<file path="src/rtl/sh_order2_rotation_macros.svh">
// Assertion macros shared by the order-2 SH rotation RTL.
// Each macro expects signals named clock and reset in the using module.
`ifndef SH_ORDER2_ROTATION_MACROS_SVH
`define SH_ORDER2_ROTATION_MACROS_SVH

`define SHR_ASSERT_NOW(lbl, ante, cons) \
   lbl: assert property (@(posedge clock) disable iff (reset) (ante) |-> (cons)) \
      else $error("shr assertion failed");

`define SHR_ASSERT_NEXT(lbl, ante, cons) \
   lbl: assert property (@(posedge clock) disable iff (reset) (ante) |=> (cons)) \
      else $error("shr assertion failed");

`define SHR_ASSERT_RESET(lbl, cons) \
   lbl: assert property (@(posedge clock) reset |=> (cons)) \
      else $error("shr reset assertion failed");

`endif

</file>
<file path="src/rtl/shr_pkg.sv">
// Package for the order-2 SH rotation: widths, constants, types and rounding helpers.
// Used by shr_lane, shr_merge and sh_order2_rotation; depends on nothing.
`timescale 1ns / 1ps
`default_nettype none
package shr_pkg;

   localparam int CW  = 16;
   localparam int F   = 14;
   localparam int EW  = F + 2;
   localparam int CSW = EW + 1;
   localparam int SW  = 20;
   localparam int QW  = 21;
   localparam int PW  = 28;
   localparam int DW  = 31;
   localparam int BW  = 20;
   localparam int NLANE = 5;
   localparam int NCOEF = 9;

   localparam logic signed [31:0] SQRT3_Q30 = 32'sd1859775393;
   localparam logic signed [QW-1:0] K1 = -QW'(((2**F) + 1) / 3);
   localparam logic signed [QW-1:0] K2 = -QW'(((2**(F + 1)) + 1) / 3);
   localparam logic signed [63:0] CMAX = 64'(2**(CW - 1) - 1);
   localparam logic signed [63:0] CMIN = -64'(2**(CW - 1));

   typedef logic signed [CW-1:0] coef_type;

   typedef struct packed {
      logic en2;
      logic en3;
      logic en4;
      logic en5;
   } shr_ctl_type;

   typedef struct packed {
      logic signed [CSW-1:0] a;
      logic signed [CSW-1:0] b;
      logic signed [CSW-1:0] c;
      logic signed [QW-1:0]  k;
   } lane_col_type;

   typedef struct packed {
      logic signed [PW-1:0] t0;
      logic signed [PW-1:0] t1;
      logic signed [PW-1:0] t2;
      logic signed [PW-1:0] t3;
      logic signed [PW-1:0] t4;
   } lane_prod_type;

   function automatic logic signed [63:0] rnd(input logic signed [63:0] p,
                                              input int unsigned s);
      logic neg;
      logic [63:0] mag;
      logic [63:0] r;
      neg = p[63];
      mag = neg ? 64'(-p) : 64'(p);
      r = (mag + (64'd1 << (s - 1))) >> s;
      rnd = neg ? -$signed(r) : $signed(r);
   endfunction

   function automatic coef_type sat(input logic signed [63:0] v);
      if (v > CMAX) begin
         sat = coef_type'(CMAX);
      end else if (v < CMIN) begin
         sat = coef_type'(CMIN);
      end else begin
         sat = v[CW-1:0];
      end
   endfunction

endpackage
`default_nettype wire

</file>
<file path="src/rtl/shr_merge.sv">
// Merge stage: sums the lane products, applies the final constants and saturates.
// Depends on shr_pkg; stages four and five, whose registers drive the result item.
`timescale 1ns / 1ps
`default_nettype none
module shr_merge (
   input  logic                   clock,
   input  shr_pkg::shr_ctl_type   ctl,
   input  shr_pkg::lane_prod_type prod [shr_pkg::NLANE],
   input  shr_pkg::coef_type      lo_in [4],
   output shr_pkg::coef_type      coef_out [shr_pkg::NCOEF]
);
   import shr_pkg::*;

   logic signed [DW-1:0] d0_in, d1_in, d2_in, d3_in, d4_in;
   logic signed [DW-1:0] d0_ff, d1_ff, d2_ff, d3_ff, d4_ff;
   coef_type lo_ff [4];
   coef_type out_in [NCOEF];
   coef_type out_ff [NCOEF];
   logic signed [DW+31:0] d2m;

   always_comb begin
      d0_in = '0;
      d1_in = '0;
      d2_in = '0;
      d3_in = '0;
      d4_in = '0;
      for (int i = 0; i < NLANE; i++) begin
         d0_in = d0_in + DW'(prod[i].t0);
         d1_in = d1_in + DW'(prod[i].t1);
         d2_in = d2_in + DW'(prod[i].t2);
         d3_in = d3_in + DW'(prod[i].t3);
         d4_in = d4_in + DW'(prod[i].t4);
      end
   end

   assign d2m = d2_ff * SQRT3_Q30;

   always_comb begin
      for (int i = 0; i < 4; i++) begin
         out_in[i] = lo_ff[i];
      end
      out_in[4] = sat(64'(d0_ff));
      out_in[5] = sat(-64'(d1_ff));
      out_in[6] = sat(rnd(64'(d2m), 31));
      out_in[7] = sat(-64'(d3_ff));
      out_in[8] = sat(rnd(64'(d4_ff), 1));
   end

   always_ff @(posedge clock) begin
      if (ctl.en4) begin
         d0_ff <= d0_in;
         d1_ff <= d1_in;
         d2_ff <= d2_in;
         d3_ff <= d3_in;
         d4_ff <= d4_in;
         lo_ff <= lo_in;
      end
      if (ctl.en5) begin
         out_ff <= out_in;
      end
   end

   assign coef_out = out_ff;

endmodule
`default_nettype wire
</file>
<file path="config.mk">
export PLATFORM = sky130hd
export DESIGN_NAME = shr_merge
export DESIGN_NICKNAME = d
export VERILOG_FILES = /design/src/rtl/sh_order2_rotation_macros.svh /design/src/rtl/shr_pkg.sv /design/src/rtl/shr_merge.sv
export SDC_FILE = /design/constraint.sdc
export NUM_CORES = 2
export LEC_CHECK = 0
export ABC_AREA = 1
export BUFFER_PORTS_ARGS = -buffer_cell sky130_fd_sc_hd__buf_2
export CORE_MARGIN = 4
export CORE_UTILIZATION = 40
export CTS_BUF_LIST = sky130_fd_sc_hd__clkbuf_2 sky130_fd_sc_hd__clkbuf_4 sky130_fd_sc_hd__clkbuf_8
export DETAILED_ROUTE_END_ITERATION = 10
export SYNTH_ARGS = -nofsm -noshare
export SYNTH_HDL_FRONTEND = slang
export SYNTH_SLANG_ARGS = --single-unit
</file>
<file path="constraint.sdc">
create_clock -name clock -period 10.1 [get_ports clock]
set_input_delay 0.505 -clock clock [delete_from_list [all_inputs] [get_ports clock]]
set_output_delay 0.505 -clock clock [all_outputs]
set_load 0.05 [all_outputs]
</file>
==> flow_summary.toml <==
[finish]
drive_above_1_share = 0.214
finalNonFillerCells = 8844
final_area_mm2 = 0.0639
n_fill_cell = 12600
areaGrowthSynthToFinish_pct = 20.4
nets = 9133

[drt]
drc = 0
viasPerCell = 4.90
postRouteAntennaNets = 0
drt-initial-drc-count = 2887
wl_per_cell_um = 20.4
via_count = 43400
dr.pass1.iters = 5
routed_wl_mm = 181

[critical_path]
cp_max_fo = 13
slowest_stage = "fa_2"
cpPeakStageDelay_ns = 0.63
critPathMostFrequentCell = "nand2_1"
critPathArrivalTime_ns = 10.02
rrSetupSlack_ns = 0.54
required_ns = 10.56
reg2reg_to = "coef_out[43]"
reg2reg_from = "d2_ff[5]"
critical_path_class = "reg -> reg"
crit_path_start_kind = "register"
cp-end-kind = "register"
reg2regPathDepth = 50

[place]
place_area_mm2 = 0.0610
buffer_ports.inserted = 910
place.detailed.hpwl_mm = 160
dp_cells = 8566
globalplace.congestion = 0.981

[yosys]
syn_inst = 5766
synth-seq-area-share = 0.205
synth_edf_count = 363
synthesis.nets = 7894
synth_top_area_cell = "fa_1"
synth-main-ff-cell = "edfxtp_1"
synth_common_cells = "nand2_1 (1,206), inv_1 (1,092), fa_1 (852), ha_1 (507), nor2_1 (371)"
syn_avg_cell_area_um2 = 9.21
synth.most_common_cell = "nand2_1"
synth_top_area_frac = 0.321
ys_top_cells_by_area = "fa_1 (32%), edfxtp_1 (21%), ha_1 (12%)"
synth_area_mm2 = 0.0531
yosys.cell_types.count = 63
ys_warn_count = 0
synth_seq_cells = 363
synthArstFlopShare = 0

[sta]
setup_viol = 0
fin_crit_sh = 0.947
fin_crit_ns = 9.56
max_freq_mhz = 105
fin_setup_tns_ns = 0
worst_pin_slew_ns = 1.03
hold_viol = 0
max_slew_margin = 0.312
slew_violations = 0
finClkSkew_ns = 0.0427

[hold_path]
holdPathEnd = "d1_ff[0]"
min_path_type = "in -> reg"
hold_depth = 2
holdCritStartpoint = "prod[644]"

[floorplan]
coreArea_mm2 = 0.132
std_cell_rows = 133
die-area_mm2 = 0.139
fp.dieH_um = 372
start_util = 0.404
die_x_um = 372
io-pin-count = 913

[global_routing]
grt_pass1_vias = 44500
grt_first_pass_wirelength_mm = 263
antenna_found_initial = 61
overflow = 0
grt_util_all_layers = 0.255
grt_max_degree = 139

[clock_tree]
clk_pin_slew_ns = 0.06
cts_max_level = 3
root_buffer = "clkbuf_8"
cts_made_buffers = 72
clkLatencyLatePin_ns = 0.75
clock-sinks = 363
clockBufferDepth = 3
tritoncts = "done"

[outcome]
status = "complete, no violations"

[run]
maxCapViolations = 0
==> metrics by stage <==
| step | setup WS [ns] | utilization | hold WS [ns] |
|---|---|---|---|
| 2_1_floorplan | 1.21 | - | 0.400 |
| 3_3_place_gp | 0.224 | 0.463 | 0.400 |
| 3_5_place_dp | 0.0605 | 0.463 | 0.405 |
| 4_1_cts | 0.0353 | 0.479 | 0.00847 |
| 5_1_grt | -0.0466 | 0.485 | 0.0524 |
| 6_report | 0.540 | 0.486 | 0.0905 |
==> state kept, by name, summed over array words and instances (netlist names) <==
name and cells:
d2_ff 31, d1_ff 31, coef_out 144, d0_ff 31, d3_ff 31, d4_ff 31
lo_ff 64
==> worst max path at each step <==
stage,start,end,cells past startpoint
after floorplan,d2_ff[16],coef_out[37],49
after global placement,d2_ff[7],coef_out[41],48
after detailed placement,d2_ff[7],coef_out[36],48
after CTS,d2_ff[7],coef_out[36],48
after global routing,d2_ff[5],coef_out[43],48
final,d2_ff[5],coef_out[43],50
==> what timing repair did <==
action | CTS | global route
endpoints found under the hold margin | 65 | 0
endpoints found under the setup margin | 0 | 15
hold buffers | 65 | 0
setup buffers | 0 | 51
gates resized for setup | 0 | 126
==> routing by layer <==
metal,vias up,part of all wire,GRT usage
li1,20800,-,-
met1,20700,0.40,0.327
met2,1587,0.46,0.402
met3,282,0.10,0.0844
met4,42,0.041,0.0954
met5,-,0.0020,0.00677
==> cell type report <==
| cell class | count | area (µm²) | area share |
|---|---|---|---|
| diodes | 34 | 85.1 | 0.00133 |
| clock buffers | 93 | 1150 | 0.0181 |
| clock inverters | 31 | 262 | 0.00409 |
| inverters | 1106 | 4150 | 0.0649 |
| multi-input cells | 4269 | 38300 | 0.599 |
| flip-flops and latches | 363 | 10900 | 0.171 |
| well taps | 1755 | 2200 | 0.0343 |
| repair buffers | 1193 | 6880 | 0.108 |
==> layout by cell type, fill, tap and decap left out, types with 34 or more instances in the layout <==
cell type	count
a21oi_1	204
buf_2	908
buf_4	215
clkbuf_8	73
diode_2	34
dlygate4sd3_1	65
edfxtp_1	363
fa_1	846
ha_1	482
inv_1	1089
nand2_1	1188
nand2_2	69
nand3_1	303
nand4_1	93
nor2_1	335
nor2_2	71
o21ai_0	119
xnor2_1	75
xor2_1	209
==> worst max-delay path: cells and delay by family, from the launching register on <==
family,cells,cell delay [ns]
adder cells (fa/ha/maj),9,4.56
AND/OR/NAND/NOR,33,3.60
buffers and inverters,8,0.72
flip-flops,1,0.41
==> cell families (layout without fill, tap and decap cells) <==
| logic type | after synthesis | count (layout) | synth area share |
|---|---|---|---|
| and+or+nand+nor | 2212 | 2216 | 0.183 |
| adders and majority gates | 1359 | 1359 | 0.441 |
| buffers and inverters | 1138 | 2423 | 0.0820 |
| AOI/OAI and AO/OA | 409 | 409 | 0.0426 |
| DFF | 363 | 363 | 0.205 |
| xor gates and xnor gates | 285 | 285 | 0.0471 |
| other | 0 | 34 | 0 |
Power is not shown: default switching activity piles up to over one toggle a cycle in this logic, so the estimate is an artifact.
